<file path="src/hdl/vitr_pkg.sv">
// vitr_pkg: shared types and codes for the interface timer register block.
// Holds the command and register codes, flag bit positions and word structs.
// No dependencies.
package vitr_pkg;

    // Command codes
    localparam logic [1:0] CMD_READ  = 2'd0;
    localparam logic [1:0] CMD_WRITE = 2'd1;
    localparam logic [1:0] CMD_TICK  = 2'd2;

    // Register numbers in standard order
    localparam logic [3:0] REG_PORT_B    = 4'd0;
    localparam logic [3:0] REG_PORT_A    = 4'd1;
    localparam logic [3:0] REG_DDR_B     = 4'd2;
    localparam logic [3:0] REG_DDR_A     = 4'd3;
    localparam logic [3:0] REG_T1C_LO    = 4'd4;
    localparam logic [3:0] REG_T1C_HI    = 4'd5;
    localparam logic [3:0] REG_T1L_LO    = 4'd6;
    localparam logic [3:0] REG_T1L_HI    = 4'd7;
    localparam logic [3:0] REG_T2C_LO    = 4'd8;
    localparam logic [3:0] REG_T2C_HI    = 4'd9;
    localparam logic [3:0] REG_SR        = 4'd10;
    localparam logic [3:0] REG_ACR       = 4'd11;
    localparam logic [3:0] REG_PCR       = 4'd12;
    localparam logic [3:0] REG_IFR       = 4'd13;
    localparam logic [3:0] REG_IER       = 4'd14;
    localparam logic [3:0] REG_PORT_A_NH = 4'd15;

    // Flag layout
    localparam int FLAG_W      = 7;
    localparam int FLAG_T1_BIT = 6;
    localparam int FLAG_T2_BIT = 5;
    localparam int ACR_CONT_BIT = 6;
    localparam int IER_SET_BIT  = 7;

    typedef struct packed {
        logic [1:0] cmd;
        logic [3:0] reg_sel;
        logic [7:0] wdata;
    } req_t;

    typedef struct packed {
        logic [7:0] rdata;
        logic       irq_out;
    } rsp_t;

endpackage

</file>
<file path="src/hdl/vitr_core.sv">
// vitr_core: register file, flag logic and the two down timers.
// Applies one request word per step and returns its response word.
// Depends on vitr_pkg.
module vitr_core (
    input  logic          clk,
    input  logic          rst_n,
    input  logic          step,
    input  vitr_pkg::req_t req,
    output vitr_pkg::rsp_t rsp
);

    logic [7:0]  port_a_reg, port_a_next;
    logic [7:0]  port_b_reg, port_b_next;
    logic [7:0]  dir_a_reg, dir_a_next;
    logic [7:0]  dir_b_reg, dir_b_next;
    logic [15:0] t1_count_reg, t1_count_next;
    logic [15:0] t1_latch_reg, t1_latch_next;
    logic [15:0] t2_count_reg, t2_count_next;
    logic [7:0]  t2_low_reg, t2_low_next;
    logic [7:0]  sr_data_reg, sr_data_next;
    logic [7:0]  acr_reg, acr_next;
    logic [7:0]  pcr_reg, pcr_next;
    logic [vitr_pkg::FLAG_W-1:0] flags_reg, flags_next;
    logic [vitr_pkg::FLAG_W-1:0] enables_reg, enables_next;
    logic        t1_run_reg, t1_run_next;
    logic        t2_run_reg, t2_run_next;

    logic [7:0]  rdata;
    logic        irq_now;

    assign irq_now = |(flags_reg & enables_reg);

    // Work out the next state and the read byte for the current request
    always_comb
    begin
        port_a_next  = port_a_reg;
        port_b_next  = port_b_reg;
        dir_a_next   = dir_a_reg;
        dir_b_next   = dir_b_reg;
        t1_count_next = t1_count_reg;
        t1_latch_next = t1_latch_reg;
        t2_count_next = t2_count_reg;
        t2_low_next  = t2_low_reg;
        sr_data_next = sr_data_reg;
        acr_next     = acr_reg;
        pcr_next     = pcr_reg;
        flags_next   = flags_reg;
        enables_next = enables_reg;
        t1_run_next  = t1_run_reg;
        t2_run_next  = t2_run_reg;
        rdata        = 8'h00;

        case (req.cmd)
            vitr_pkg::CMD_READ:
            begin
                unique case (req.reg_sel) inside
                    vitr_pkg::REG_PORT_B: rdata = port_b_reg;
                    vitr_pkg::REG_PORT_A, vitr_pkg::REG_PORT_A_NH: rdata = port_a_reg;
                    vitr_pkg::REG_DDR_B:  rdata = dir_b_reg;
                    vitr_pkg::REG_DDR_A:  rdata = dir_a_reg;
                    vitr_pkg::REG_T1C_LO:
                    begin
                        rdata = t1_count_reg[7:0];
                        flags_next[vitr_pkg::FLAG_T1_BIT] = 1'b0;
                    end
                    vitr_pkg::REG_T1C_HI: rdata = t1_count_reg[15:8];
                    vitr_pkg::REG_T1L_LO: rdata = t1_latch_reg[7:0];
                    vitr_pkg::REG_T1L_HI: rdata = t1_latch_reg[15:8];
                    vitr_pkg::REG_T2C_LO:
                    begin
                        rdata = t2_count_reg[7:0];
                        flags_next[vitr_pkg::FLAG_T2_BIT] = 1'b0;
                    end
                    vitr_pkg::REG_T2C_HI: rdata = t2_count_reg[15:8];
                    vitr_pkg::REG_SR:     rdata = sr_data_reg;
                    vitr_pkg::REG_ACR:    rdata = acr_reg;
                    vitr_pkg::REG_PCR:    rdata = pcr_reg;
                    vitr_pkg::REG_IFR:    rdata = {irq_now, flags_reg};
                    default:              rdata = {1'b1, enables_reg};
                endcase
            end
            vitr_pkg::CMD_WRITE:
            begin
                unique case (req.reg_sel) inside
                    vitr_pkg::REG_PORT_B: port_b_next = req.wdata;
                    vitr_pkg::REG_PORT_A, vitr_pkg::REG_PORT_A_NH: port_a_next = req.wdata;
                    vitr_pkg::REG_DDR_B:  dir_b_next = req.wdata;
                    vitr_pkg::REG_DDR_A:  dir_a_next = req.wdata;
                    vitr_pkg::REG_T1C_LO, vitr_pkg::REG_T1L_LO:
                        t1_latch_next = {t1_latch_reg[15:8], req.wdata};
                    vitr_pkg::REG_T1C_HI:
                    begin
                        // load latch high, copy latch into counter and start
                        t1_latch_next = {req.wdata, t1_latch_reg[7:0]};
                        t1_count_next = {req.wdata, t1_latch_reg[7:0]};
                        t1_run_next   = 1'b1;
                        flags_next[vitr_pkg::FLAG_T1_BIT] = 1'b0;
                    end
                    vitr_pkg::REG_T1L_HI:
                        t1_latch_next = {req.wdata, t1_latch_reg[7:0]};
                    vitr_pkg::REG_T2C_LO: t2_low_next = req.wdata;
                    vitr_pkg::REG_T2C_HI:
                    begin
                        t2_count_next = {req.wdata, t2_low_reg};
                        t2_run_next   = 1'b1;
                        flags_next[vitr_pkg::FLAG_T2_BIT] = 1'b0;
                    end
                    vitr_pkg::REG_SR:     sr_data_next = req.wdata;
                    vitr_pkg::REG_ACR:    acr_next = req.wdata;
                    vitr_pkg::REG_PCR:    pcr_next = req.wdata;
                    vitr_pkg::REG_IFR:
                        flags_next = flags_reg & ~req.wdata[vitr_pkg::FLAG_W-1:0];
                    default:
                    begin
                        // bit 7 picks set or clear of the enables named
                        if (req.wdata[vitr_pkg::IER_SET_BIT])
                            enables_next = enables_reg | req.wdata[vitr_pkg::FLAG_W-1:0];
                        else
                            enables_next = enables_reg & ~req.wdata[vitr_pkg::FLAG_W-1:0];
                    end
                endcase
            end
            vitr_pkg::CMD_TICK:
            begin
                // timer 1: flag at zero, then reload or stop
                if (t1_run_reg)
                begin
                    if (t1_count_reg == 16'h0000)
                    begin
                        flags_next[vitr_pkg::FLAG_T1_BIT] = 1'b1;
                        if (acr_reg[vitr_pkg::ACR_CONT_BIT])
                            t1_count_next = t1_latch_reg;
                        else
                            t1_run_next = 1'b0;
                    end
                    else
                        t1_count_next = t1_count_reg - 16'd1;
                end
                // timer 2: flag at zero and stop
                if (t2_run_reg)
                begin
                    if (t2_count_reg == 16'h0000)
                    begin
                        flags_next[vitr_pkg::FLAG_T2_BIT] = 1'b1;
                        t2_run_next = 1'b0;
                    end
                    else
                        t2_count_next = t2_count_reg - 16'd1;
                end
            end
            default:
            begin
                rdata = 8'h00;
            end
        endcase
    end

    assign rsp.rdata   = rdata;
    assign rsp.irq_out = |(flags_next & enables_next);

    // Commit the state on each step
    always_ff @(posedge clk or negedge rst_n)
    begin
        if (!rst_n)
        begin
            port_a_reg   <= 8'h00;
            port_b_reg   <= 8'h00;
            dir_a_reg    <= 8'h00;
            dir_b_reg    <= 8'h00;
            t1_count_reg <= 16'hFFFF;
            t1_latch_reg <= 16'hFFFF;
            t2_count_reg <= 16'hFFFF;
            t2_low_reg   <= 8'hFF;
            sr_data_reg  <= 8'h00;
            acr_reg      <= 8'h00;
            pcr_reg      <= 8'h00;
            flags_reg    <= '0;
            enables_reg  <= '0;
            t1_run_reg   <= 1'b0;
            t2_run_reg   <= 1'b0;
        end
        else if (step)
        begin
            port_a_reg   <= port_a_next;
            port_b_reg   <= port_b_next;
            dir_a_reg    <= dir_a_next;
            dir_b_reg    <= dir_b_next;
            t1_count_reg <= t1_count_next;
            t1_latch_reg <= t1_latch_next;
            t2_count_reg <= t2_count_next;
            t2_low_reg   <= t2_low_next;
            sr_data_reg  <= sr_data_next;
            acr_reg      <= acr_next;
            pcr_reg      <= pcr_next;
            flags_reg    <= flags_next;
            enables_reg  <= enables_next;
            t1_run_reg   <= t1_run_next;
            t2_run_reg   <= t2_run_next;
        end
    end

endmodule

</file>
<file path="src/hdl/versatile_interface_timer_regs.sv">
// An accepted word waits in the input register and its response in the output register.
// Throughput: one word per cycle while rsp_stall is low; the input register, the single-pass
// register update in vitr_core and the output register each take one word a cycle.
// Reset (rst_n low, asynchronous) empties both pipeline registers and returns
// all registers, timers and flags to their power-up values.
// Depends on vitr_pkg and vitr_core.
module versatile_interface_timer_regs (
    input  logic           clk,
    input  logic           rst_n,
    input  logic           cmd_valid,
    output logic           cmd_stall,
    input  vitr_pkg::req_t cmd_word,
    output logic           rsp_valid,
    input  logic           rsp_stall,
    output vitr_pkg::rsp_t rsp_word
);

    logic           req_valid_reg;
    vitr_pkg::req_t req_word_reg;
    logic           out_valid_reg;
    vitr_pkg::rsp_t out_word_reg;
    vitr_pkg::rsp_t core_rsp;
    logic           advance;
    logic           take;

    // Move the held request into the result register when that one is free
    assign advance   = req_valid_reg && (!out_valid_reg || !rsp_stall);
    assign cmd_stall = req_valid_reg && !advance;
    assign take      = cmd_valid && !cmd_stall;

    // Hold the incoming word
    always_ff @(posedge clk or negedge rst_n)
    begin
        if (!rst_n)
            req_valid_reg <= 1'b0;
        else if (take || advance)
            req_valid_reg <= take;
    end

    always_ff @(posedge clk)
    begin
        if (take)
            req_word_reg <= cmd_word;
    end

    vitr_core u_core (
        .clk   (clk),
        .rst_n (rst_n),
        .step  (advance),
        .req   (req_word_reg),
        .rsp   (core_rsp)
    );

    // Result register; drop the word once the far side takes it
    always_ff @(posedge clk or negedge rst_n)
    begin
        if (!rst_n)
            out_valid_reg <= 1'b0;
        else if (advance)
            out_valid_reg <= 1'b1;
        else if (!rsp_stall)
            out_valid_reg <= 1'b0;
    end

    always_ff @(posedge clk)
    begin
        if (advance)
            out_word_reg <= core_rsp;
    end

    assign rsp_valid = out_valid_reg;
    assign rsp_word  = out_word_reg;

endmodule

</file>
<file path="config.mk">
export PLATFORM = sky130hd
export DESIGN_NAME = versatile_interface_timer_regs
export DESIGN_NICKNAME = d
export VERILOG_FILES = /design/src/hdl/vitr_pkg.sv /design/src/hdl/vitr_core.sv /design/src/hdl/versatile_interface_timer_regs.sv
export SDC_FILE = /design/constraint.sdc
export NUM_CORES = 1
export LEC_CHECK = 0
export CAP_MARGIN = 20
export CORE_ASPECT_RATIO = 0.7
export CORE_UTILIZATION = 45
export CTS_CLUSTER_SIZE = 8
export DETAILED_ROUTE_END_ITERATION = 10
export DONT_BUFFER_PORTS = 1
export HOLD_SLACK_MARGIN = 0.15
export PLACE_DENSITY = 0.59
export SLEW_MARGIN = 40
export SYNTH_ARGS = -nofsm -noshare
export SYNTH_HDL_FRONTEND = slang
export SYNTH_SLANG_ARGS = --single-unit
</file>
<file path="constraint.sdc">
create_clock -name clk -period 3.2 [get_ports clk]
set_clock_uncertainty 0.1 [all_clocks]
set_input_delay 0.16 -clock clk [delete_from_list [all_inputs] [get_ports clk]]
set_output_delay 0.16 -clock clk [all_outputs]
set_load 0.01 [all_outputs]
</file>
==> key figures <==
Run status
  – Status: finished clean

Synth
  – Synth warn: 0
  – Synth Area in Adders: less than 1%
  – Largest area contributor in the netlist: dfrtp_1
  – Synthesized instance count: just under 800
  – Most used DFF post-synth: dfrtp_1
  – Simple-gate share of the synthesized area: between 10% and 20%
  – Mux cell area share after synthesis: 15.8%
  – Synthesized area per cell: about 11 sq um
  – Post-synth top cells: 97 x mux2_2, 74 x dfrtp_1, 63 x nand2_1
  – Seq/Total Area, Yosys: 47.6%
  – Largest family of logic cells by synthesized area: compound AO/OA/AOI/OAI gates
  – EDFF count, synth: 23
  – Cell Area, Synth: ~8400 sq um
  – Yosys reg bits: 153
  – XOR/XNOR Fraction of Synth Area: less than 1%
  – Post-synth net total: around 800
  – Synth top area share: between 20% and 30%
  – Library cells used by synthesis: 87
  – Synth area leaders: dfrtp_1 22%, dfstp_2 17%, mux2_2 13%, edfxtp_1 8.2%, nand2_1 2.8%
  – Post-synth ARST share: between 80 and 90%
  – Most numerous cell in the Yosys netlist: mux2_2
  – Complex-gate fraction of the synthesized area: a little under a fifth

Worst setup path
  – Critical Path RT: around 3500 ps
  – CP arrival: around 2800 ps
  – Setup crit end kind: flip-flop
  – CP max FO: 9
  – CP Class: reg2reg
  – Setup crit start kind: flip-flop

Global route
  – Number of global-route vias before repair: between 6,000 and 7,000
  – First-pass GRT wire length: a little over 40 mm
  – Initial antenna violation count: 0
  – GR Overflow Total: 0
  – Total Routing Usage GR: between 20% and 30%
  – Largest net degree at the start of global routing: roughly 130

CTS
  – Clock Path Buffers: 2
  – Clock H-tree levels: 4
  – CTS tree: built
  – Postcts setup bufs: 0
  – Clock slew at reported path FFs: approximately 70 ps
  – Clock Sinks: between 150 and 200
  – Root Buffer: clkbuf_16
  – Cts bufs inserted: 17
  – Clk_lat worst skew: about 430 ps

Layout
  – Area grow syn2layout: 12.2%
  – Final nets: 810
  – # diodes: 0
  – Fill cell count: between 1,500 and 2,000
  – FF+latch area: approximately 4000 sq um
  – Multi-input logic area: between 4000 and 5000 sq um
  – Share of post-route cells with drive strength above 1: 29.3%

STA
  – Final worst path period share: between 70% and 80%
  – Count of final max-slew check failures: 0
  – Setup Viol. Count Final: 0
  – F_max: about 400 MHz
  – Slew headroom: approximately 43%
  – Hold_ws: ~220 ps
  – Setup TNS: 0 ps
  – Tmin final: about 2600 ps
  – Worst slew pin tran: 850 ps
  – Final hold violations: 0
  – RSZ-0062 raised after global routing: no

Place
  – Buffers on Ports: 0
  – Gpl congestion: roughly 1
  – Post-DP HPWL: approximately 18 mm

Floorplan
  – Row count: 41
  – Initial Utilization: between 40% and 50%
  – # IOs: 29
  – Die Area: between 15,000 and 20,000 sq um
  – Die Ht: between 100 and 150 um
  – Die width: 166 um
  – Core ar.: 18,200 sq um

Route
  – Initial drt markers: 760
  – Antenna-violating nets left: 0
  – Final wirelength: 26.1 mm
  – Vias: slightly below 7,000
  – Via-to-Cell Ratio: approximately 6.5
  – Residual DRC count: 0
  – Wire per inst: roughly 25 um
  – First drt pass iteration count: 5

Power and ir drop
  – Peak VDD IR: between 0.3 and 0.4 mV
  – Power Internal: 4.18 mW
  – Combinational power share: around 20%
  – Switching Power: between 2 and 2.5 mW
  – Sequential Power Share: a little under half
  – Power Density: 659 nW/um^2
  – Lkg Pwr: 3.79 nW
  – Switching Fraction: between 30% and 40%
  – Clock share of power: 32.9%

Hold path
  – Hold Crit Class: in2reg

Run
  – Max-cap violation count: 0
path summary, 6_finish.rpt:
| path | depth (start not counted) | end | from | slack [ps] |
|---|---|---|---|---|
| worst min register to register | 1 | u_core.sr_data_reg[7]$_DFFE_PN0P_ | u_core.sr_data_reg[7]$_DFFE_PN0P_ | 410 |
| worst max-delay path | 7 | u_core.t1_count_reg[6]$_DFFE_PN1P_ | u_core.t1_count_reg[0]$_DFFE_PN1P_ | 640 |
| worst max register to register | 7 | u_core.t1_count_reg[6]$_DFFE_PN1P_ | u_core.t1_count_reg[0]$_DFFE_PN1P_ | 640 |
| min in group asynchronous | 2 | u_core.port_a_reg[6]$_DFFE_PN0P_ | rst_n | 290 |
| worst min-delay path | 1 | req_word_reg[4]$_DFFE_PP_ | cmd_valid | 220 |
| max in group asynchronous | 2 | u_core.sr_data_reg[6]$_DFFE_PN0P_ | rst_n | 2160 |
what timing repair did:
action,in CTS,in global routing
hold buffers,19,0
gates resized for setup,0,0
hold endpoints to repair,147,0
power groups by stage:
stage / sequential, mW / combinational (mW) / clock [mW]
finish: 2.94 / 1.25 / 2.05
global route: 2.98 / 1.36 / 2.15
floorplan: 2.74 / 0.923 / 0
CTS: 2.93 / 1.22 / 2.07
detailed placement: 2.95 / 1.16 / 0
global placement: 2.94 / 1.13 / 0
layout make-up:
type / instances / share of cell area (%)
tap: 236 / 3.12
clock inverter: 15 / 1.73
sequential: 153 / 42.4
inverter: 21 / 0.833
timing repair buffer: 41 / 4.28
clock buffer: 17 / 4.49
multi-input combinational: 556 / 43.1
layer usage:
| layer | part of all wire [%] | GRT usage [%] |
|---|---|---|
| met5 | 0 | 0 |
| met4 | 1.5 | 7.91 |
| met3 | 9.1 | 6.20 |
| met2 | 42 | 42.1 |
| met1 | 47 | 41.5 |
layout by cell type, fill, tap and decap left out, drive strengths merged, types with 4 or more instances in the layout:
| master | Yosys | routed |
|---|---|---|
| a221o | 5 | 5 |
| inv | 21 | 26 |
| a2bb2oi | 5 | 5 |
| o22ai | 12 | 12 |
| a221oi | 7 | 7 |
| clkbuf | 23 | 17 |
| buf | 30 | 23 |
| a22o | 6 | 6 |
| dfstp | 56 | 56 |
| dfrtp | 74 | 74 |
| or4 | 4 | 4 |
| o211ai | 4 | 4 |
| a21boi | 7 | 7 |
| o2bb2ai | 5 | 5 |
| o22a | 4 | 4 |
| nor4 | 9 | 9 |
| nor3 | 16 | 16 |
| nand2b | 8 | 8 |
| a211oi | 6 | 6 |
| a22oi | 14 | 14 |
| nand2 | 63 | 63 |
| nand3b | 4 | 4 |
| dlygate4sd3 | 0 | 18 |
| and3 | 7 | 7 |
| o221ai | 4 | 4 |
| o21ai | 46 | 46 |
| nand4 | 8 | 8 |
| nor2 | 40 | 40 |
| a31oi | 12 | 12 |
| edfxtp | 23 | 23 |
| nor3b | 4 | 4 |
| mux2i | 22 | 22 |
| nor2b | 9 | 9 |
| mux2 | 97 | 97 |
| nand3 | 23 | 23 |
| a21oi | 40 | 40 |
| or3 | 11 | 11 |
| clkinv | 0 | 6 |
| a32oi | 5 | 5 |
worst max-delay path, stage by stage (launching register included):
cell and delay (ps):
dfstp_2 590, inv_1 60, ha_1 230, nor2b_1 190
nand2_1 270, nor4_4 110, or3_1 540, a221o_1 400
stage by stage:
step | util [%] | power [mW] | instances | setup WS (ps) | area, sq um
after global placement | 47.6 | 4.08 | 986 | 749 | 8640
final | 52.1 | 6.23 | 1039 | 644 | 9460
after global routing | 52.1 | 6.49 | 1039 | 513 | 9460
after floorplan | - | 3.66 | 783 | 960 | 8430
after detailed placement | 47.7 | 4.11 | 987 | 700 | 8660
after CTS | 52.1 | 6.22 | 1038 | 681 | 9450
logic make-up (layout without fill, tap and decap cells):
group | count (synthesis) | count (layout)
and+or+nand+nor | 217 | 217
xor gates and xnor gates | 2 | 2
DFF | 153 | 153
adders and majority gates | 2 | 2
muxes | 120 | 120
buffers and inverters | 74 | 94
AOI/OAI and AO/OA | 215 | 215
No activity file was read; power rests on OpenSTA's default activity.
